==> config.mk <==
export PLATFORM = sky130hd
export DESIGN_NAME = text_console_cursor_writer_unit
export DESIGN_NICKNAME = d
export VERILOG_FILES = /design/src/design/tccw_pkg.sv /design/src/design/tccw_screen_ram.sv /design/src/design/tccw_cursor.sv /design/src/design/text_console_cursor_writer_unit.sv
export SDC_FILE = /design/constraint.sdc
export NUM_CORES = 1
export LEC_CHECK = 0
export ABC_AREA = 1
export BUFFER_PORTS_ARGS = -buffer_cell sky130_fd_sc_hd__buf_2
export CAP_MARGIN = 25
export CORE_ASPECT_RATIO = 1.25
export CORE_MARGIN = 1
export CORE_UTILIZATION = 40
export DETAILED_ROUTE_END_ITERATION = 8
export GPL_ROUTABILITY_DRIVEN = 0
export GPL_TIMING_DRIVEN = 0
export MAX_ROUTING_LAYER = met4
export PLACE_DENSITY = 0.67
export SKIP_LAST_GASP = 1
export SLEW_MARGIN = 15
export SYNTH_ARGS = -nofsm -noshare
export SYNTH_HDL_FRONTEND = slang
export SYNTH_SLANG_ARGS = --single-unit
==> constraint.sdc <==
create_clock -name clock -period 7.1 [get_ports clock]
set_clock_uncertainty 0.1 [all_clocks]
set_input_delay 1.42 -clock clock [delete_from_list [all_inputs] [get_ports clock]]
set_output_delay 1.42 -clock clock [all_outputs]
set_load 0.02 [all_outputs]
==> src/design/tccw_pkg.sv <==
// ----------------------------------------------------------------------------
// tccw_pkg
// Shared types and constants for the text console cursor writer.
// ----------------------------------------------------------------------------
package tccw_pkg;

   // Character codes with special meaning.
   localparam logic [7:0] CH_BACKSPACE = 8'h08;
   localparam logic [7:0] CH_NEWLINE   = 8'h0A;
   localparam logic [7:0] CH_SPACE     = 8'h20;

   // Attribute byte after reset.
   localparam logic [7:0] RESET_COLOUR = 8'h0F;

   // Fixed widths of the result fields.
   localparam int INDEX_W = 11;
   localparam int WORD_W  = 16;
   localparam int ROW_W   = 5;
   localparam int COL_W   = 7;

   // One result of a request.
   typedef struct packed {
      logic               cell_written;
      logic [INDEX_W-1:0] cell_index;
      logic [WORD_W-1:0]  cell_word;
      logic               screen_cleared;
      logic [ROW_W-1:0]   cursor_row;
      logic [COL_W-1:0]   cursor_col;
   } tccw_result_type;

   // Blank cell in the given colour.
   function automatic logic [WORD_W-1:0] blank_word(input logic [7:0] colour);
      return {colour, CH_SPACE};
   endfunction

endpackage

==> src/design/tccw_screen_ram.sv <==
// ----------------------------------------------------------------------------
// tccw_screen_ram
// Screen cell memory with one write port and a clearing sweep that blanks
// every cell, one per cycle, after reset and after each screen clear.
// ----------------------------------------------------------------------------
module tccw_screen_ram #(
   parameter int CELLS = 2000
) (
   input  logic                       clock,
   input  logic                       reset,
   input  logic                       wr_en,
   input  logic [$clog2(CELLS)-1:0]   wr_addr,
   input  logic [15:0]                wr_data,
   input  logic                       clear_start,
   input  logic [7:0]                 clear_colour,
   output logic                       busy
);
   import tccw_pkg::*;

   localparam int IW = $clog2(CELLS);

   logic [15:0]   mem [CELLS];
   logic          sweep_ff, sweep_in;
   logic [IW-1:0] sweep_cnt_ff, sweep_cnt_in;
   logic [15:0]   sweep_word_ff, sweep_word_in;
   logic          mem_we;
   logic [IW-1:0] mem_addr;
   logic [15:0]   mem_data;

   // Sweep control: start on a clear, stop after the last cell.
   always_comb begin
      sweep_in      = sweep_ff;
      sweep_cnt_in  = sweep_cnt_ff;
      sweep_word_in = sweep_word_ff;
      if (clear_start) begin
         sweep_in      = 1'b1;
         sweep_cnt_in  = '0;
         sweep_word_in = blank_word(clear_colour);
      end else if (sweep_ff) begin
         if (sweep_cnt_ff == IW'(CELLS - 1)) begin
            sweep_in = 1'b0;
         end
         sweep_cnt_in = sweep_cnt_ff + 1'b1;
      end
   end

   always_ff @(posedge clock) begin
      if (reset) begin
         sweep_ff      <= 1'b1;
         sweep_cnt_ff  <= '0;
         sweep_word_ff <= blank_word(RESET_COLOUR);
      end else begin
         sweep_ff      <= sweep_in;
         sweep_cnt_ff  <= sweep_cnt_in;
         sweep_word_ff <= sweep_word_in;
      end
   end

   // The sweep owns the write port while it runs.
   always_comb begin
      mem_we   = sweep_ff | wr_en;
      mem_addr = sweep_ff ? sweep_cnt_ff : wr_addr;
      mem_data = sweep_ff ? sweep_word_ff : wr_data;
   end

   always_ff @(posedge clock) begin
      if (mem_we) begin
         mem[mem_addr] <= mem_data;
      end
   end

   assign busy = sweep_ff;

   // A clear always starts a sweep.
   a_clear_starts_sweep: assert property (@(posedge clock) disable iff (reset)
      clear_start |=> busy)
      else $error("clear did not start the sweep");

   // No request write arrives while the sweep runs.
   a_no_write_in_sweep: assert property (@(posedge clock) disable iff (reset)
      !(sweep_ff && wr_en))
      else $error("request write during clearing sweep");

   // The sweep counter stays inside the store.
   a_sweep_in_range: assert property (@(posedge clock) disable iff (reset)
      sweep_ff |-> (sweep_cnt_ff <= IW'(CELLS - 1)))
      else $error("sweep counter out of range");

endmodule

==> src/design/tccw_cursor.sv <==
// ----------------------------------------------------------------------------
// tccw_cursor
// Cursor registers and character decode. Builds the result of a request and
// the cell write that goes to the screen memory.
// ----------------------------------------------------------------------------
module tccw_cursor #(
   parameter int COLUMNS = 80,
   parameter int ROWS    = 25
) (
   input  logic                                clock,
   input  logic                                reset,
   input  logic                                accept,
   input  logic [7:0]                          char_code,
   input  logic [7:0]                          colour,
   output tccw_pkg::tccw_result_type           result,
   output logic                                wr_en,
   output logic [$clog2(ROWS*COLUMNS)-1:0]     wr_addr,
   output logic [15:0]                         wr_data
);
   import tccw_pkg::*;

   localparam int RW = $clog2(ROWS);
   localparam int CW = $clog2(COLUMNS);
   localparam int IW = $clog2(ROWS * COLUMNS);

   logic [RW-1:0] row_ff, row_in;
   logic [CW-1:0] col_ff, col_in;

   // Decode the character and work out the new cursor and the cell.
   always_comb begin
      logic [RW-1:0] idx_row;
      logic [CW-1:0] idx_col;
      logic [IW-1:0] idx;
      logic [15:0]   word;
      logic          written;
      logic          cleared;
      logic          to_next_row;

      row_in      = row_ff;
      col_in      = col_ff;
      idx_row     = row_ff;
      idx_col     = col_ff;
      word        = {colour, char_code};
      written     = 1'b1;
      cleared     = 1'b0;
      to_next_row = 1'b0;

      case (char_code)
         CH_BACKSPACE: begin
            if (col_ff != '0) begin
               col_in = col_ff - 1'b1;
            end else if (row_ff != '0) begin
               row_in = row_ff - 1'b1;
               col_in = CW'(COLUMNS - 1);
            end
            idx_row = row_in;
            idx_col = col_in;
            word    = blank_word(colour);
         end
         CH_NEWLINE: begin
            written     = 1'b0;
            word        = '0;
            to_next_row = 1'b1;
         end
         default: begin
            if (col_ff == CW'(COLUMNS - 1)) begin
               to_next_row = 1'b1;
            end else begin
               col_in = col_ff + 1'b1;
            end
         end
      endcase

      // Row advance, with a screen clear past the last row.
      if (to_next_row) begin
         col_in = '0;
         if (row_ff == RW'(ROWS - 1)) begin
            row_in  = '0;
            cleared = 1'b1;
         end else begin
            row_in = row_ff + 1'b1;
         end
      end

      idx = IW'(idx_row) * IW'(COLUMNS) + IW'(idx_col);
      if (!written) begin
         idx = '0;
      end

      result.cell_written   = written;
      result.cell_index     = INDEX_W'(idx);
      result.cell_word      = word;
      result.screen_cleared = cleared;
      result.cursor_row     = ROW_W'(row_in);
      result.cursor_col     = COL_W'(col_in);

      wr_en   = accept & written;
      wr_addr = idx;
      wr_data = word;
   end

   always_ff @(posedge clock) begin
      if (reset) begin
         row_ff <= '0;
         col_ff <= '0;
      end else if (accept) begin
         row_ff <= row_in;
         col_ff <= col_in;
      end
   end

   // The cursor stays on the screen.
   a_row_range: assert property (@(posedge clock) disable iff (reset)
      row_ff <= RW'(ROWS - 1))
      else $error("cursor row out of range");

   a_col_range: assert property (@(posedge clock) disable iff (reset)
      col_ff <= CW'(COLUMNS - 1))
      else $error("cursor column out of range");

   // A clear leaves the cursor at home.
   a_clear_homes: assert property (@(posedge clock) disable iff (reset)
      (accept && result.screen_cleared) |=> (row_ff == '0 && col_ff == '0))
      else $error("cursor not homed after clear");

endmodule

==> src/design/text_console_cursor_writer_unit.sv <==
// ----------------------------------------------------------------------------
// text_console_cursor_writer_unit
// Text console writer: prints character requests into a screen memory and
// tracks the cursor, with newline, backspace, wrap and clear on overflow.
//
//   Channel  Direction  Handshake                Payload
//   req_     in         req_valid / req_stall    char_code
//   rsp_     out        rsp_valid / rsp_stall    cell and cursor fields
//   csr_     in         csr_write_enable         text colour (8 bits)
//
// A request's response appears in the output register in the cycle after
// the request is taken; one request per cycle is sustained while req_stall
// stays low. A screen clear blanks the memory one cell per cycle, with
// req_stall high throughout. The same sweep runs after reset.
// req_stall is also high while a response waits under rsp_stall.
// ----------------------------------------------------------------------------
module text_console_cursor_writer_unit #(
   parameter int COLUMNS = 80,
   parameter int ROWS    = 25
) (
   input  logic        clock,
   input  logic        reset,
   input  logic        req_valid,
   output logic        req_stall,
   input  logic [7:0]  req_char_code,
   output logic        rsp_valid,
   input  logic        rsp_stall,
   output logic        rsp_cell_written,
   output logic [10:0] rsp_cell_index,
   output logic [15:0] rsp_cell_word,
   output logic        rsp_screen_cleared,
   output logic [4:0]  rsp_cursor_row_out,
   output logic [6:0]  rsp_cursor_col_out,
   input  logic        csr_write_enable,
   input  logic [7:0]  csr_write_data
);
   import tccw_pkg::*;

   localparam int CELLS = ROWS * COLUMNS;
   localparam int IW    = $clog2(CELLS);

   logic [7:0]       colour_ff;
   logic             rsp_valid_ff, rsp_valid_in;
   tccw_result_type  rsp_ff;
   tccw_result_type  result;
   logic             accept;
   logic             busy;
   logic             wr_en;
   logic [IW-1:0]    wr_addr;
   logic [15:0]      wr_data;

   // Colour register.
   always_ff @(posedge clock) begin
      if (reset) begin
         colour_ff <= RESET_COLOUR;
      end else if (csr_write_enable) begin
         colour_ff <= csr_write_data;
      end
   end

   // Request handshake.
   assign req_stall = busy | (rsp_valid_ff & rsp_stall);
   assign accept    = req_valid & ~req_stall;

   tccw_cursor #(
      .COLUMNS (COLUMNS),
      .ROWS    (ROWS)
   ) u_cursor (
      .clock     (clock),
      .reset     (reset),
      .accept    (accept),
      .char_code (req_char_code),
      .colour    (colour_ff),
      .result    (result),
      .wr_en     (wr_en),
      .wr_addr   (wr_addr),
      .wr_data   (wr_data)
   );

   tccw_screen_ram #(
      .CELLS (CELLS)
   ) u_screen_ram (
      .clock        (clock),
      .reset        (reset),
      .wr_en        (wr_en),
      .wr_addr      (wr_addr),
      .wr_data      (wr_data),
      .clear_start  (accept & result.screen_cleared),
      .clear_colour (colour_ff),
      .busy         (busy)
   );

   // Response register.
   always_comb begin
      if (accept) begin
         rsp_valid_in = 1'b1;
      end else if (rsp_stall) begin
         rsp_valid_in = rsp_valid_ff;
      end else begin
         rsp_valid_in = 1'b0;
      end
   end

   always_ff @(posedge clock) begin
      if (reset) begin
         rsp_valid_ff <= 1'b0;
      end else begin
         rsp_valid_ff <= rsp_valid_in;
      end
   end

   always_ff @(posedge clock) begin
      if (accept) begin
         rsp_ff <= result;
      end
   end

   assign rsp_valid          = rsp_valid_ff;
   assign rsp_cell_written   = rsp_ff.cell_written;
   assign rsp_cell_index     = rsp_ff.cell_index;
   assign rsp_cell_word      = rsp_ff.cell_word;
   assign rsp_screen_cleared = rsp_ff.screen_cleared;
   assign rsp_cursor_row_out = rsp_ff.cursor_row;
   assign rsp_cursor_col_out = rsp_ff.cursor_col;

   // Every accepted request shows up as a response.
   a_accept_gives_rsp: assert property (@(posedge clock) disable iff (reset)
      accept |=> rsp_valid_ff)
      else $error("accepted request produced no response");

   // A waiting response is never overwritten.
   a_no_overwrite: assert property (@(posedge clock) disable iff (reset)
      (rsp_valid_ff && rsp_stall) |-> !accept)
      else $error("pending response overwritten");

   // Nothing is accepted while the screen is being cleared.
   a_no_accept_busy: assert property (@(posedge clock) disable iff (reset)
      busy |-> !accept)
      else $error("request accepted during clear");

endmodule

After elaboration in Yosys (flattened, before gate mapping)
Index checks and enable logic that the tools add are counted.

storage, ports and cells
  register bits after elaboration = 74
  latch bits = 0
  bits in writable memories = 0
  memory bits (read-only) = 0
  input bits = 21
  output and inout port bits = 43
  word-level logic and storage cells = 54
  memories kept = 0

operators by class
  add/sub/neg operators = 6
  multipliers = 1
  divide/modulo/power cells = 0
  order comparisons = 0
  eq/ne operators = 6
  shift operators = 0
  muxes and demuxes = 21
  bitwise gates (word level) = 5
  reductions and logical operators = 3

operator list
  kind                                                 count
  2-to-1 mux 7 bit                                     5
  case mux 16 bit (2 select lines)                     1
  2-to-1 mux 5 bit                                     5
  equality test 8 x 4 -> 1 bit, second input constant  2
  case mux 7 bit (2 select lines)                      1
  adder 11 x 1 -> 11 bit, second input constant        1
  adder 11 x 7 -> 11 bit                               1
  equality test 11 bit, second input constant          1
  2-to-1 mux 1 bit                                     8
  adder 7 x 1 -> 7 bit, second input constant          1
  equality test 7 bit, second input constant           1
  multiplier 5 x 3 -> 7 bit, second input constant     1
  nonzero test 7 bit                                   1
  subtractor 7 x 1 -> 7 bit, second input constant     1
  adder 5 x 1 -> 5 bit, second input constant          1
  equality test 5 bit, second input constant           1
  nonzero test 5 bit                                   1
  subtractor 5 x 1 -> 5 bit, second input constant     1
  bitwise AND 1 bit                                    3
  != test 2 x 1 -> 1 bit, second input constant        1
  case mux 1 bit (2 select lines)                      1
  OR reduction 2 bit                                   1
  NOT 1 bit                                            1
  OR 1 bit                                             1

Longest topological paths before layout
Gate-level depths: netlist (run 1).

  depth after elaboration = 6
  mapped depth = 23
  depth with buffers taken out = 23

Hierarchy
A second synthesis (run 1) with hierarchy kept.

unflattened totals
  cell total of the unflattened synthesis = 531
  area, all modules = 4,330.4 um^2

modules (own cells, without submodules)
  module                           instances  cells an instance  area an instance (um^2)  sequential area each (um^2)
  tccw_cursor                      1          360                2,162.1                  240.2
  text_console_cursor_writer_unit  1          87                 1,582.8                  1,411.4
  tccw_screen_ram                  1          84                 585.6                    240.2

Least setup slack after synthesis (run 1)
No wires, ideal clock.

  kind = in2reg
  start = in req_char_code[7]
  end = reg rsp_ff (netlist bit rsp_cell_index[10]), data pin
  setup time = 0.255 ns
  data arrival time = 3.715 ns
  required time = 6.745 ns
  slack = 3.030 ns
  cell stages on the path = 17
  cell sequence = nor2_2 nand3_4 nor2_4 nand3_2 nand2_1 nand2_1 inv_1 ha_1 ha_1 fa_1 inv_1 nor2_1 nand2_1 nand2_1 nand2_1 a21oi_1 nor2_1

between the ends
  cells in the longest elaborated chain, start to end = 4

ends and longest elaborated chain
  what                          RTL line                                source
  start: declaration            text_console_cursor_writer_unit.sv:25   input logic [7:0] req_char_code,
  equality test 8 x 4 -> 1 bit  tccw_cursor.sv:48                       case (char_code)
  2-to-1 mux 5 bit              tccw_cursor.sv:48
  multiplier 5 x 3 -> 7 bit     tccw_cursor.sv:85                       idx = IW'(idx_row) * IW'(COLUMNS) + IW'(idx_col);
  adder 11 x 7 -> 11 bit        tccw_cursor.sv:85
  end signal: assignment        text_console_cursor_writer_unit.sv:114  rsp_ff <= result;
  end: declaration              text_console_cursor_writer_unit.sv:44   tccw_result_type rsp_ff;

Several ways; a longest one is shown, not always the timed one.
A chain may end at the register's enable or synchronous reset.

Worst setup path after layout (run 1)
Ends and elaborated chain as after synthesis.

==> impl_metrics.env, run 1 <==
export IMPL_hold_viol_final=0
export IMPL_setup_violations=0
export IMPL_drtPass1Iterations=4
export IMPL_routed_wl_mm=8.77
export IMPL_wl_per_cell_um=12.7
export IMPL_cts_buffers=9
export IMPL_die_x_um=91.6
export IMPL_gr_total_overflow=0
export IMPL_grtUsageTotal=0.185
export IMPL_syn_area_mm2=0.00401
export IMPL_synth_main_ff_cell="edfxtp_1"
export IMPL_syn_inst=488
export IMPL_slew_headroom=0.620
export IMPL_cts_max_level=3
export IMPL_synth_top_area_share=0.307
export IMPL_dr_first_iter_drc_count=220
export IMPL_critPathSlowestCell="fa_1"
export IMPL_max_freq_mhz=234
export IMPL_worst_ep_arrival_time_ps=4260
export IMPL_layout_drive_gt1_share=0.186
export IMPL_rsz0062_at_grt="no"
export IMPL_areaGrowthSynthToFinish_pct=19.9
export IMPL_hold_path_depth=2
export IMPL_hpwl_mm=6.56
export IMPL_fin_util=0.498
export IMPL_holdCritStartpoint="colour_ff[7]"
export IMPL_grt_pass1_wl_mm=14.7
export IMPL_drc=0
export IMPL_startpoint_type="primary input"
export IMPL_synth_edf_count=41
export IMPL_cp_end_kind="flop"
export IMPL_drtAntennaViolNets=0
export IMPL_yosysMostFrequentCell="nand2_1"
export IMPL_cts_resized_gates=0
export IMPL_grt_pass1_vias=3244
export IMPL_p_per_area_mw_per_mm2=195
export IMPL_initial_core_util=0.415
export IMPL_clockRootBuffer="clkbuf_16"
export IMPL_row_count=40
export IMPL_vdd_drop_max_mv=0.0913
export IMPL_tightest_slew_ps=571
export IMPL_clock_sinks=74
export IMPL_multi_input_area_mm2=0.00174
export IMPL_port_buffers=61
export IMPL_status="finished clean"
export IMPL_post_cts_setup_buffers=0
export IMPL_clk_latency_ps=330
export IMPL_die_area_mm2=0.0104
export IMPL_r2r_setup_slack_ps=3130
export IMPL_seq_area_frac_synth=0.471
export IMPL_cp_cell_sequence="buf_2 -> nor2_2 -> nand3_4 -> nor2_4 -> nand3_2 -> nand2_1 -> nand2_1 -> inv_1 -> ha_1 -> ha_1 -> fa_1 -> inv_1 -> nor2_1 -> nand2_1 -> nand2_1 -> nand2_1 -> a21oi_1 -> nor2_1"
export IMPL_cts_path_max_buffers=2
export IMPL_fin_crit_sh=0.602
export IMPL_critPathBufInv=3
export IMPL_required_ps=7090
export IMPL_rr_startpoint="u_cursor.col_ff[0]"
export IMPL_maxCapViolations=0
export IMPL_crit_type="in -> reg"
export IMPL_drv_slew=0
export IMPL_clkTransAtPathRegs_ps=60
export IMPL_antenna_found_initial=0
export IMPL_cp_slowest_stage_delay_ps=540
export IMPL_die_h_um=114
export IMPL_tns_ps=0
export IMPL_post_route_min_period_ps=4280
export IMPL_syn_nets=526
export IMPL_core_mm2=0.00966
export IMPL_grt_max_degree=32
export IMPL_leakage_uw=0.00231
export IMPL_synth_common_cells="99 x nand2_1, 68 x inv_1, 50 x nor2_1"
export IMPL_ys_async_sr_fraction=0
export IMPL_synth_top_cell_by_area="edfxtp_1"
export IMPL_final_nets=599
export IMPL_postSynthRegisterBits=74
export IMPL_antenna_cells=0
export IMPL_hold_class="reg -> reg"
export IMPL_vias=3437
export IMPL_boundaryPins=64
export IMPL_crit_cells=18
export IMPL_cp_max_fo=8
export IMPL_synthDistinctLibCells=41
export IMPL_crit_start="req_char_code[7]"
export IMPL_synth_area_leaders="edfxtp_1 31%, dfxtp_1 16%, nand2_1 9.3%"
export IMPL_ys_warn_count=0
export IMPL_fillers=931
export IMPL_cp_common_cell="nand2_1"
export IMPL_crit_family="simple AND/OR/NAND/NOR gates"
export IMPL_seqCellArea_mm2=0.00189
export IMPL_hold_buffers=0
export IMPL_synth_area_per_cell_um2=8.22
export IMPL_cts_tree="yes"
export IMPL_worstRegToRegCells=20
export IMPL_vias_per_cell=4.97
[report_power, final]
part	leakage (uW)	total, uW	switching, uW	internal, uW
Clock	0.000149	455	165	289
Combinational	0.00152	26.9	16.1	10.8
Sequential	0.000640	456	1.91	454
Total	0.00231	938	183	754
[sequential cells by signal (all words and copies together), names as in the netlist]
name	flops
u_cursor.col_ff	7
u_screen_ram.busy	1
rsp_cursor_row_out	5
rsp_cell_written	1
u_cursor.row_ff	5
rsp_valid	1
colour_ff	8
u_screen_ram.sweep_cnt_ff	11
rsp_cell_word	16
rsp_cell_index	11
rsp_screen_cleared	1
rsp_cursor_col_out	7
[stage by stage]
stage          hold WS [ps]  cell area (um2)  std cells  power (uW)  worst slack (ps)
5_1_grt                 379             4810        692         970              2510
6_report                358             4810        692         938              2820
3_3_place_gp            342             4480        675         491              2560
2_1_floorplan           330             4010        488         481              3030
3_5_place_dp            352             4500        676         492              2470
4_1_cts                 361             4810        692         949              2820
[final timing paths]
path                                            to
worst min-delay path                  colour_ff[7]
worst min register to register        colour_ff[7]
worst max-delay path            rsp_cell_index[10]
worst max register to register  rsp_cell_index[10]
[cells by family after synthesis]
family,synth area share
and+or+nand+nor,0.253
buffers and inverters,0.0948
xor gates and xnor gates,0.0284
AOI/OAI and AO/OA,0.0954
adders and majority gates,0.0568
DFF,0.471
[layer usage]
layer / up-vias / wire, um / track usage
met3: 23 / 385 / 0.0393
met2: 87 / 4530 / 0.314
met1: 1590 / 3600 / 0.202
met4: 0 / 256 / 0.102
li1: 1737 / - / -
met5: - / 0 / -
[layout make-up]
class	instances	area share
Buffer	19	0.0219
Clock buffer	14	0.0617
Clock inverter	2	0.00338
Inverter	73	0.0575
Multi-Input combinational cell	322	0.362
Sequential cell	74	0.393
Tap cell	126	0.0328
Timing Repair Buffer	62	0.0676
[placed cells by master, fill, tap and decap left out, drive strengths merged, types with 15 or more instances in the layout]
cell type / instances
edfxtp: 41
inv: 72
clkbuf: 24
ha: 15
dfxtp: 33
nand3: 45
nor2: 57
o21ai: 30
nand2: 100
buf: 71
a21oi: 32
[worst reg2reg max path, stage by stage, from the launching register on]
cell and delay (ps):
dfxtp_1 360, inv_1 170, ha_1 280, inv_1 100, nor2_1 130, nand3_2 200, inv_2 220, nand3_2 160
nand2_1 130, nand2_1 110, inv_1 100, ha_1 240, ha_1 230, fa_1 540, inv_1 70, nor2_1 200
nand2_1 90, nand2_1 70, nand2_1 70, a21oi_1 120, nor2_1 60
(Power assumes the default switching activity.)
==> inputs of run 2 (changes only) <==
--- a/config.mk
+++ b/config.mk
@@ -15,7 +15,7 @@
 export GPL_ROUTABILITY_DRIVEN = 0
 export GPL_TIMING_DRIVEN = 0
 export MAX_ROUTING_LAYER = met4
-export PLACE_DENSITY = 0.67
+export PLACE_DENSITY = 0.69
 export SKIP_LAST_GASP = 1
 export SLEW_MARGIN = 15
 export SYNTH_ARGS = -nofsm -noshare
==> constraint.sdc (replaced) <==
create_clock -name clock -period 3.4 [get_ports clock]
set_clock_uncertainty 0.1 [all_clocks]
set_input_delay 0.68 -clock clock [delete_from_list [all_inputs] [get_ports clock]]
set_output_delay 0.68 -clock clock [all_outputs]
set_load 0.02 [all_outputs]
==> impl_metrics.env, run 2 (synthesized netlist as in run 1, its figures left out) <==
export IMPL_status="finished clean"
export IMPL_die_area_mm2=0.0104
export IMPL_combPwrFrac=0.028
export IMPL_drc=0
export IMPL_sequentialPowerShare=0.471
export IMPL_grt_max_degree=33
export IMPL_cp_max_fo=6
export IMPL_worst_ep_arrival_time_ps=3380
export IMPL_gr_total_overflow=0
export IMPL_initial_core_util=0.415
export IMPL_drv_slew=0
export IMPL_stdcell_area_mm2=0.00508
export IMPL_final_cells=710
export IMPL_cts_tree="yes"
export IMPL_slew_headroom=0.643
export IMPL_required_ps=3410
export IMPL_hold_buffers=0
export IMPL_clk_latency_ps=340
export IMPL_grt_pass1_vias=3523
export IMPL_cts_buffers=9
export IMPL_fin_crit_sh=0.991
export IMPL_max_freq_mhz=297
export IMPL_clkPwrFrac=0.500
export IMPL_maxCapViolations=0
export IMPL_antenna_found_initial=0
export IMPL_vdd_drop_max_mv=0.242
export IMPL_whs_ps=357
export IMPL_p_sw_uw=426
export IMPL_drtPass1Iterations=5
export IMPL_grtUsageTotal=0.194
export IMPL_drtAntennaViolNets=0
export IMPL_cp_end_kind="flop"
export IMPL_p_per_area_mw_per_mm2=397
export IMPL_dpl_instance_area_mm2=0.00450
export IMPL_vias_per_cell=4.99
export IMPL_final_common_cell="nand2_1"
export IMPL_vias=3542
export IMPL_layout_drive_gt1_share=0.255
export IMPL_p_int_uw=1590
export IMPL_setup_violations=0
export IMPL_leakage_uw=0.00242
export IMPL_die_x_um=91.6
export IMPL_cts_path_max_buffers=2
export IMPL_tightest_slew_ps=536
export IMPL_port_buffers=61
export IMPL_crit_type="reg -> reg"
export IMPL_fin_util=0.526
export IMPL_tns_ps=0
export IMPL_areaGrowthSynthToFinish_pct=26.5
export IMPL_hpwl_mm=6.58
export IMPL_die_h_um=114
export IMPL_clock_sinks=74
export IMPL_cts_max_level=3
export IMPL_largest_register_ff_count=16
export IMPL_dr_first_iter_drc_count=199
export IMPL_row_count=40
export IMPL_antenna_cells=0
export IMPL_r2r_setup_slack_ps=30
export IMPL_dp_cells=676
export IMPL_startpoint_type="flop"
export IMPL_p_sw_frac=0.211
export IMPL_post_route_min_period_ps=3370
export IMPL_boundaryPins=64
export IMPL_clockRootBuffer="clkbuf_16"
export IMPL_wl_per_cell_um=13.3
export IMPL_hold_viol_final=0
export IMPL_core_mm2=0.00966
export IMPL_final_nets=617
export IMPL_hold_class="reg -> reg"
export IMPL_mostFrequentLayoutCells="93 x nand2_1, 63 x inv_1, 62 x buf_2, 46 x nor2_1, 41 x edfxtp_1"
export IMPL_grt_pass1_wl_mm=15.3
export IMPL_routed_wl_mm=9.45
export IMPL_clkTransAtPathRegs_ps=70
==> run 2: cell type report <==
type                    count  area, um2
plain buffers              19        108
clock buffers              10        250
clock inverters             6       72.6
fillers                   911       4580
inverters                  73        284
multi-input cells         322       1840
flip-flops and latches     74       1900
well taps                 126        158
repair buffers             80        464
==> run 2: per-stage QoR <==
stage          total power (uW)  setup WS, ps
3_5_place_dp               1030          -453
2_1_floorplan              1010          68.7
6_report                   2010          29.1
4_1_cts                    2030          4.17
3_3_place_gp               1020          -398
5_1_grt                    2080          -151
==> run 2: worst paths after layout <==
check                                        start                 end  depth (start not counted)
worst max register to register  u_cursor.col_ff[1]  rsp_cell_index[10]                         19
worst max-delay path            u_cursor.col_ff[1]  rsp_cell_index[10]                         19
worst min-delay path                  colour_ff[5]        colour_ff[5]                          2
worst min register to register        colour_ff[5]        colour_ff[5]                          2
==> run 2: per-layer routing <==
| layer | vias up | wire length, um | GRT usage |
|---|---|---|---|
| li1 | 1771 | - | - |
| met1 | 1620 | 3760 | 0.200 |
| met2 | 117 | 4840 | 0.330 |
| met3 | 34 | 480 | 0.0493 |
| met4 | 0 | 374 | 0.120 |
| met5 | - | 0 | - |
==> run 2: repair_timing <==
item                       in CTS  in global routing
resized for setup              13                 26
pin swaps                       4                 10
buffers inserted                8                 10
setup endpoints to repair       3                  2
==> run 2: worst max-delay path, stage by stage, from the launching register on <==
cell     delay (ps)
dfxtp_4         370
inv_4            80
ha_4            150
inv_1            90
nor2_2          140
nand3_4         120
inv_4           120
nand4_1         190
nand2_2         170
inv_1            70
ha_1            280
ha_2            200
fa_1            520
inv_2            60
nor2_4          120
nand3_1          90
nand2_2          90
nand3_1          80
nand2_1          70
nor2_1           40
==> run 2: power groups by stage <==
| stage | Combinational, uW | Sequential [uW] | Clock [uW] |
|---|---|---|---|
| global placement | 54.3 | 970 | 0 |
| detailed placement | 56.0 | 971 | 0 |
| CTS | 56.9 | 951 | 1020 |
| floorplan | 35.3 | 970 | 0 |
| global route | 65.6 | 951 | 1060 |
| finish | 57.1 | 950 | 1010 |
==> inputs of run 3 (changes only) <==
--- a/config.mk
+++ b/config.mk
@@ -13,7 +13,6 @@
 export CORE_UTILIZATION = 40
 export DETAILED_ROUTE_END_ITERATION = 8
 export GPL_ROUTABILITY_DRIVEN = 0
-export GPL_TIMING_DRIVEN = 0
 export MAX_ROUTING_LAYER = met4
 export PLACE_DENSITY = 0.69
 export SKIP_LAST_GASP = 1
==> impl_metrics.env, run 3 (synthesized netlist as in run 1, its figures left out) <==
export IMPL_layout_drive_gt1_share=0.255
export IMPL_fin_crit_sh=0.969
export IMPL_grtUsageTotal=0.188
export IMPL_startpoint_type="flop"
export IMPL_holdCritStartpoint="colour_ff[5]"
export IMPL_cts_path_max_buffers=2
export IMPL_required_ps=3400
export IMPL_seqCellArea_mm2=0.00189
export IMPL_fillers=903
export IMPL_whs_ps=362
export IMPL_max_freq_mhz=303
export IMPL_crit_family="adder cells"
export IMPL_crit_cells=18
export IMPL_cp_cell_sequence="inv_1 -> ha_2 -> inv_1 -> nor2_1 -> nand3_2 -> inv_4 -> nand2_1 -> o21ai_1 -> nand2_1 -> ha_1 -> fa_1 -> inv_1 -> nor2_2 -> nand3_1 -> nand2_2 -> nand3_1 -> nand2_1 -> nor2_1"
export IMPL_drv_slew=0
export IMPL_grt_pass1_vias=3355
export IMPL_crit_start="u_cursor.col_ff[1]"
export IMPL_cp_end_kind="flop"
export IMPL_die_area_mm2=0.0104
export IMPL_row_count=40
export IMPL_crit_type="reg -> reg"
export IMPL_final_common_cell="nand2_1"
export IMPL_hold_buffers=0
export IMPL_areaGrowthSynthToFinish_pct=26.3
export IMPL_antenna_found_initial=0
export IMPL_dr_first_iter_drc_count=223
export IMPL_slew_headroom=0.631
export IMPL_cts_tree="yes"
export IMPL_maxCapViolations=0
export IMPL_rr_startpoint="u_cursor.col_ff[1]"
export IMPL_gr_total_overflow=0
export IMPL_antenna_cells=0
export IMPL_hold_viol_final=0
export IMPL_grt_max_degree=47
export IMPL_clkTransAtPathRegs_ps=60
export IMPL_hold_path_depth=2
export IMPL_drtAntennaViolNets=0
export IMPL_tightest_slew_ps=554
export IMPL_clock_sinks=74
export IMPL_die_x_um=91.6
export IMPL_routed_wl_mm=9.09
export IMPL_setup_violations=0
export IMPL_hold_class="reg -> reg"
export IMPL_die_h_um=114
export IMPL_cts_buffers=9
export IMPL_initial_core_util=0.415
export IMPL_core_mm2=0.00966
export IMPL_hpwl_mm=6.63
export IMPL_post_route_min_period_ps=3300
export IMPL_critPathSlowestCell="fa_1"
export IMPL_critPathBufInv=4
export IMPL_worstRegToRegCells=18
export IMPL_finalPower_uw=1960
export IMPL_fin_ws_ps=104
export IMPL_grt_pass1_wl_mm=14.9
export IMPL_port_buffers=63
export IMPL_vias_per_cell=4.91
export IMPL_drc=0
export IMPL_tns_ps=0
export IMPL_fin_util=0.525
export IMPL_largest_register_ff_count=16
export IMPL_final_nets=625
export IMPL_worst_ep_arrival_time_ps=3290
export IMPL_boundaryPins=64
export IMPL_drtPass1Iterations=4
export IMPL_clockRootBuffer="clkbuf_16"
export IMPL_wl_per_cell_um=12.7
export IMPL_vdd_drop_max_mv=0.205
export IMPL_mostFrequentLayoutCells="97 x nand2_1, 66 x inv_1, 63 x buf_2, 49 x nor2_1, 43 x buf_4"
export IMPL_place_ws_ps=-187
export IMPL_cp_max_fo=7
export IMPL_multi_input_area_mm2=0.00177
export IMPL_leakage_uw=0.00246
export IMPL_vias=3524
export IMPL_p_per_area_mw_per_mm2=387
export IMPL_clk_latency_ps=330
export IMPL_status="finished clean"
export IMPL_cp_slowest_stage_delay_ps=580
export IMPL_cts_max_level=3
[run 3: cell count changes in the layout (fill, tap and decap cells not counted), sizes merged]
cell      change
buf          +19
clkbuf        -9
clkinv        -2
bufinv        -1
clkinvlp      +1
[run 3: layout make-up]
cell class,count,share of cell area
Sequential cell,74,0.373
Timing Repair Buffer,107,0.130
Clock buffer,12,0.0551
Clock inverter,4,0.00593
Multi-Input combinational cell,322,0.350
Inverter,73,0.0551
Tap cell,126,0.0311
[run 3: worst min-delay path, cell delays in order (launching register included)]
cell	delay, ps
dfxtp_1	290
inv_1	60
a21oi_1	60
[run 3: worst paths after layout]
| path | end | slack, ps |
|---|---|---|
| min reg2reg | colour_ff[5] | 360 |
| max reg2reg | rsp_cell_index[10] | 100 |
| max | rsp_cell_index[10] | 100 |
| min | colour_ff[5] | 360 |
[run 3: stage by stage]
step	area [um2]	std cells
4_1_cts	4990	712
2_1_floorplan	4010	488
3_5_place_dp	4680	696
5_1_grt	5070	718
3_3_place_gp	4680	696
6_report	5070	718
[run 3: power by group]
group / internal (uW) / total [uW] / switching, uW / leakage (uW)
logic: 25.4 / 59.2 / 33.8 / 0.00167
registers: 948 / 952 / 3.95 / 0.000640
clock network: 585 / 950 / 365 / 0.000149
[run 3: repair_timing]
item / 4_1_cts / 5_1_grt
resized for setup: 0 / 11
setup endpoints to repair: 0 / 3
setup buffers: 0 / 6
[run 3: metal layers]
metal,vias to the layer above,wire (um),global-route usage
li1,1785,-,-
met1,1618,3770,0.200
met2,95,4620,0.324
met3,26,425,0.0407
met4,0,272,0.104
met5,-,0,-
